--- config.mk ---
export PLATFORM = sky130hd
export DESIGN_NAME = mvse_clip
export DESIGN_NICKNAME = d
export VERILOG_FILES = /design/src/hdl/mvse_pkg.sv /design/src/hdl/mvse_clip.sv
export SDC_FILE = /design/constraint.sdc
export NUM_CORES = 1
export LEC_CHECK = 0
export BUFFER_PORTS_ARGS = -buffer_cell sky130_fd_sc_hd__buf_4
export CORE_MARGIN = 3
export CORE_UTILIZATION = 42
export DETAILED_ROUTE_END_ITERATION = 16
export GPL_TIMING_DRIVEN = 0
export PLACE_DENSITY = 0.67
export SLEW_MARGIN = 25
export SYNTH_ARGS = -nofsm -noshare
export SYNTH_HDL_FRONTEND = slang
export SYNTH_SLANG_ARGS = --single-unit
--- constraint.sdc ---
create_clock -name vclk -period 7.44
set_input_delay 0 -clock vclk [all_inputs]
set_output_delay 0 -clock vclk [all_outputs]
set_load 0.05 [all_outputs]
--- src/hdl/mvse_pkg.sv ---
package mvse_pkg;

    localparam int FB_BYTES = 16384;
    localparam int FB_AW    = $clog2(FB_BYTES);
    localparam int ADDR_W   = 21;

    localparam logic [7:0] PIX_MSB   = 8'h80;
    localparam logic [9:0] PACK_ROWS = 10'd8;

    typedef enum logic [1:0] {
        OP_DRAW = 2'd0,
        OP_PUT  = 2'd1,
        OP_GET  = 2'd2,
        OP_NONE = 2'd3
    } op_t;

    typedef enum logic [2:0] {
        CFG_STRIDE      = 3'd0,
        CFG_CLIP_LEFT   = 3'd1,
        CFG_CLIP_TOP    = 3'd2,
        CFG_CLIP_RIGHT  = 3'd3,
        CFG_CLIP_BOTTOM = 3'd4,
        CFG_FG_BIT      = 3'd5,
        CFG_PACKED      = 3'd6
    } cfg_idx_t;

    typedef enum logic [2:0] {
        ST_IDLE,
        ST_CLIP,
        ST_ADDR,
        ST_READ,
        ST_MODIFY,
        ST_DONE
    } state_t;

    typedef struct packed {
        logic       drop;
        logic [9:0] y_start;
        logic [9:0] rows;
        logic [2:0] skip;
    } clip_t;

endpackage

--- src/hdl/mvse_clip.sv ---
module mvse_clip
(
    input  mvse_pkg::op_t   op,
    input  logic [9:0]      x,
    input  logic [9:0]      y,
    input  logic [9:0]      height,
    input  logic [9:0]      clip_left,
    input  logic [9:0]      clip_top,
    input  logic [10:0]     clip_right,
    input  logic [10:0]     clip_bottom,
    input  logic            packed_mode,
    output mvse_pkg::clip_t res
);

    logic [9:0]         hl;
    logic               x_out;
    logic signed [12:0] y_s;
    logic signed [12:0] top_s;
    logic signed [12:0] bot_s;
    logic signed [12:0] ys;
    logic signed [12:0] sk;
    logic signed [12:0] hh;
    logic               drop_clip;

    always_comb
    begin
        if (op == mvse_pkg::OP_DRAW)
        begin
            hl = height;
        end
        else if (packed_mode)
        begin
            hl = (height > mvse_pkg::PACK_ROWS) ? mvse_pkg::PACK_ROWS : height;
        end
        else
        begin
            hl = (height > 10'd1) ? 10'd1 : height;
        end

        x_out = (x < clip_left) || ({1'b0, x} >= clip_right);
        y_s   = $signed({3'b000, y});
        top_s = $signed({3'b000, clip_top});
        bot_s = $signed({2'b00, clip_bottom});

        if (y_s < top_s)
        begin
            ys = top_s;
            sk = top_s - y_s;
        end
        else
        begin
            ys = y_s;
            sk = '0;
        end

        hh = $signed({3'b000, hl}) - sk;
        if (ys + hh > bot_s)
        begin
            hh = bot_s - ys;
        end
        drop_clip = x_out || (hh <= 13'sd0);

        case (op)
            mvse_pkg::OP_DRAW, mvse_pkg::OP_PUT:
            begin
                res.drop    = drop_clip;
                res.y_start = ys[9:0];
                res.rows    = drop_clip ? 10'd0 : hh[9:0];
                res.skip    = sk[2:0];
            end
            mvse_pkg::OP_GET:
            begin
                res.drop    = 1'b0;
                res.y_start = y;
                res.rows    = hl;
                res.skip    = 3'd0;
            end
            default:
            begin
                res.drop    = 1'b1;
                res.y_start = y;
                res.rows    = 10'd0;
                res.skip    = 3'd0;
            end
        endcase
    end

endmodule

* Word level (Yosys, flattened, before mapping)
Cells that the tools add are included.
** Word-level totals
- Output and inout port bits :: 24
- Logic and storage cells :: 26
- Register bits :: 0
** Operators by class
- Add/sub/neg operators :: 4
- Reduce and logical (&&, ||, !) cells :: 4
- Order comparisons :: 7
- Equality and inequality tests :: 2
- Mux-type cells :: 9
** Operators by type and width (count)
- 2-to-1 mux 10 bit :: 6
- one-hot mux 24 bit (2 select lines) :: 1
- 2-to-1 mux 13 bit :: 2
- less-than comparator 10 bit :: 2
- adder 13 bit :: 1
- > comparator 13 x 12 -> 1 bit :: 1
- <= comparator 13 x 1 -> 1 bit (second input constant) :: 1
- subtractor 11 x 13 -> 13 bit :: 1
- subtractor 12 x 13 -> 13 bit :: 1
- >= comparator 10 x 11 -> 1 bit :: 1
- subtractor 10 x 10 -> 11 bit :: 1
- > comparator 10 x 1 -> 1 bit (second input constant) :: 1
- > comparator 10 x 4 -> 1 bit (second input constant) :: 1
- == test 2 x 1 -> 1 bit (second input constant) :: 1
- == test 2 bit (second input constant) :: 1
- logical NOT 2 bit :: 1
- logical OR 1 bit :: 2
- OR reduction 2 bit :: 1

* Longest topological paths before layout
- Depth after elaboration :: 12
- Depth in mapped cells :: 34
- Gate-level depth less buffers :: 32

* Worst setup path after synthesis
No wires, ideal clock.
- Path kind :: input to output
- Start :: input port y[1]
- End :: output port res[3] (netlist name)
- Path slack :: 853 ps
- Buffers on the path :: 2
- Cell stages on the path :: 30
- Arrival time :: 6587 ps
- Cell sequence :: inv_1 > ha_1 > nor2b_1 > o21ai_0 > a21oi_1 > or2_2 > nand2_1 > a22oi_2 > clkbuf_1 > nand2_1 > ha_1 > nor2b_1 > o31a_1 > o21a_1 > nor2_1 > xnor2_1 > ha_1 > a211o_1 > o211ai_1 > nand2b_1 > a21oi_1 > xnor2_1 > ha_1 > nand4_1 > o32ai_1 > a31o_2 > a2111o_1 > a2111o_1 > buf_2 > o22ai_1
** RTL lines
- start, declared :: RTL line mvse_clip.sv:5 : input logic [9:0] y,
- end, declared :: RTL line mvse_clip.sv:12 : output mvse_pkg::clip_t res

==> results.tsv <==
metric	value	unit
outcome	completed	
final wirelength	10.2	mm
Synthesized Nets	625	
GRT Overall Usage	21.6	%
Area Growth Syn to Fin	26.7	%
Mapped Area	3330	µm²
ranking of synthesized cells by area	ha_1 (27%), a21oi_1 (7.4%), inv_1 (7.3%)	
worst min path class	input port to output port	
Yosys top cell by area	ha_1	
Syn. warnings	0	
DP Cell Count	671	
Yosys top cell area share	27.1	%
total congestion overflow	0	
PortBufs	98	
vias after detailed routing	3788	
Post-CTS Hold Buffers	0	
Crit-path slowest cell	fa_1	
final net count	726	
VDD IR max	0.137	mV
Initial Util	44.7	%
Worst-Margin Slew	0.866	ns
final std cells w/o fill	672	
I/O Pins	99	
Required @ worst endpoint	7.44	ns
Die W	95.0	µm
DP Wirelength	8.89	mm
Crit Path Class	input port to output port	
Post-Syn Instances	474	
Max-Cap Viols	0	
CP peak stage delay	0.44	ns
vias in the first global route	3649	
Core ar.	7450	µm²
crit path DAT	7.01	ns
Chip Height	95.0	µm
Fin. Hold Viols	0	
Die Area	9020	µm²
min Tclk post-route	7.01	ns
Ant. Diodes	0	
sequential cell count	0	
Worst path most repeated cell	ha_1	
highest clock rate	0.143	GHz
drt pass-1 iters	4	
Tcrit/Tclk final	94.3	%
RePlAce Congestion	0.935	
CP Max Fanout	10	
vias per cell	5.64	
num rows	31	
largest net degree at the start of global routing	11	
antenna-violating nets left	0	
Worst slew margin	41.8	%
clkbuf count	0	
Reg area	0	µm²
Crit. End Element	output port	
drc violations	0	
post-synthesis sequential area ratio	0	%
Wirelength per Cell	15.2	µm
ratio of cells with drive above 1 in the final layout	21.6	%
syn_area_per_cell	7.02	µm²
Critical Path Start Type	input port	
# setup viols final	0	
unrepaired setup endpoints after global routing	no	
initial antenna violation count	0	
DRT iter0 DRCs	202	
# fillers	778	
leak pwr	2.15	nW
power per cell area	215	nW/µm²
first-pass GRT wire length	16.0	mm
setup_tns	0	ns
Unique masters post-synth	54	
Slew Limit Fails	0	
==> cell usage in the layout (no fill, tap or decap), types with 4 or more instances in the layout <==
master,synthesis,final
buf_4,0,99
nor3_1,14,14
and2_1,7,7
a211oi_1,6,6
xor2_1,7,7
nand2b_1,6,6
fa_1,4,4
o21ai_0,23,22
o21a_1,20,20
o211ai_1,5,5
a21o_1,10,10
o21bai_1,6,6
nor2_1,44,44
and3_1,4,4
inv_1,65,65
ha_1,72,72
o22ai_1,7,6
nand3_1,6,6
a21oi_1,49,49
xnor2_1,21,20
nand2_1,21,21
mux2_2,11,11
nor2b_1,8,8
==> path summary, 6_finish.rpt <==
check | start | end | depth (start not counted)
setup / recovery | y[1] | res[7] | 34
hold / removal | y[0] | res[13] | 3
==> worst max-delay path: cells and delay by family <==
| family | cells | cell delay (ns) |
|---|---|---|
| buf+inv | 6 | 0.93 |
| xor+xnor | 2 | 0.38 |
| fa+ha+maj | 4 | 1.31 |
| simple gates | 9 | 1.35 |
| compound gates | 13 | 3.03 |
==> where the power goes <==
part | switching, mW | internal (mW) | total [mW]
Clock | 0 | 0 | 0
Sequential | 0 | 0 | 0
Combinational | 0.522 | 0.382 | 0.904
==> synthesized netlist by cell type (all sizes together), types with 3 or more instances <==
master   number
ha           72
inv          65
a21oi        49
nor2         44
o21ai        23
nand2        22
xnor2        21
o21a         20
nor3         14
mux2         11
a21o         10
nor2b         8
a211oi        7
and2          7
o22ai         7
xor2          7
nand2b        6
nand3         6
o21bai        6
o211ai        5
and3          4
clkbuf        4
fa            4
nor3b         4
a2111o        3
a221oi        3
nand4         3
nor4          3
o2111ai       3
o31a          3
or3           3
or4           3
==> metrics by stage <==
stage               area [µm²]  hold WS (ns)  util, %  worst slack [ns]  total power [mW]
floorplan                 3330         0.298        -             0.853             0.657
global placement          4190         0.407     56.2            0.0744             0.853
detailed placement        4190         0.410     56.2            0.0362             0.865
CTS                       4190         0.412     56.3             0.189             0.873
global route              4220         0.430     56.6            0.0445             0.997
finish                    4220         0.409     56.6             0.427             0.904
==> routing by layer <==
layer,share of wire [%],vias up,track usage (%)
met4,1.8,0,3.85
met5,0,-,0
met2,49,106,39.3
li1,-,1925,-
met3,6.3,16,1.12
met1,43,1741,28.1
==> cell families (layout without fill, tap and decap cells) <==
| kind of cell | after synthesis | count (layout) | share of synthesized area (%) |
|---|---|---|---|
| multiplexers | 11 | 11 | 3.72 |
| adder cells (fa/ha/maj) | 76 | 76 | 29.5 |
| AND/OR/NAND/NOR | 133 | 133 | 20.1 |
| XOR/XNOR | 28 | 28 | 7.37 |
| AO/OA/AOI/OAI | 155 | 155 | 31.2 |
| buffers and inverters | 71 | 170 | 8.09 |
==> repair_timing <==
item                                    CTS  global route
resized for setup                         0             6
pin swaps                                 1             0
endpoints found under the setup margin    2            11
cloned                                    0             0
setup buffers                             1             0
==> layout make-up <==
| class | instances | area (µm²) | share of cell area (%) |
|---|---|---|---|
| buffer | 6 | 26.3 | 0.623 |
| inverter | 65 | 244 | 5.79 |
| multi-input combinational | 403 | 3080 | 73.0 |
| tap | 99 | 124 | 2.94 |
| timing repair buffer | 99 | 743 | 17.6 |
No activity file was read; power rests on OpenSTA's default activity.
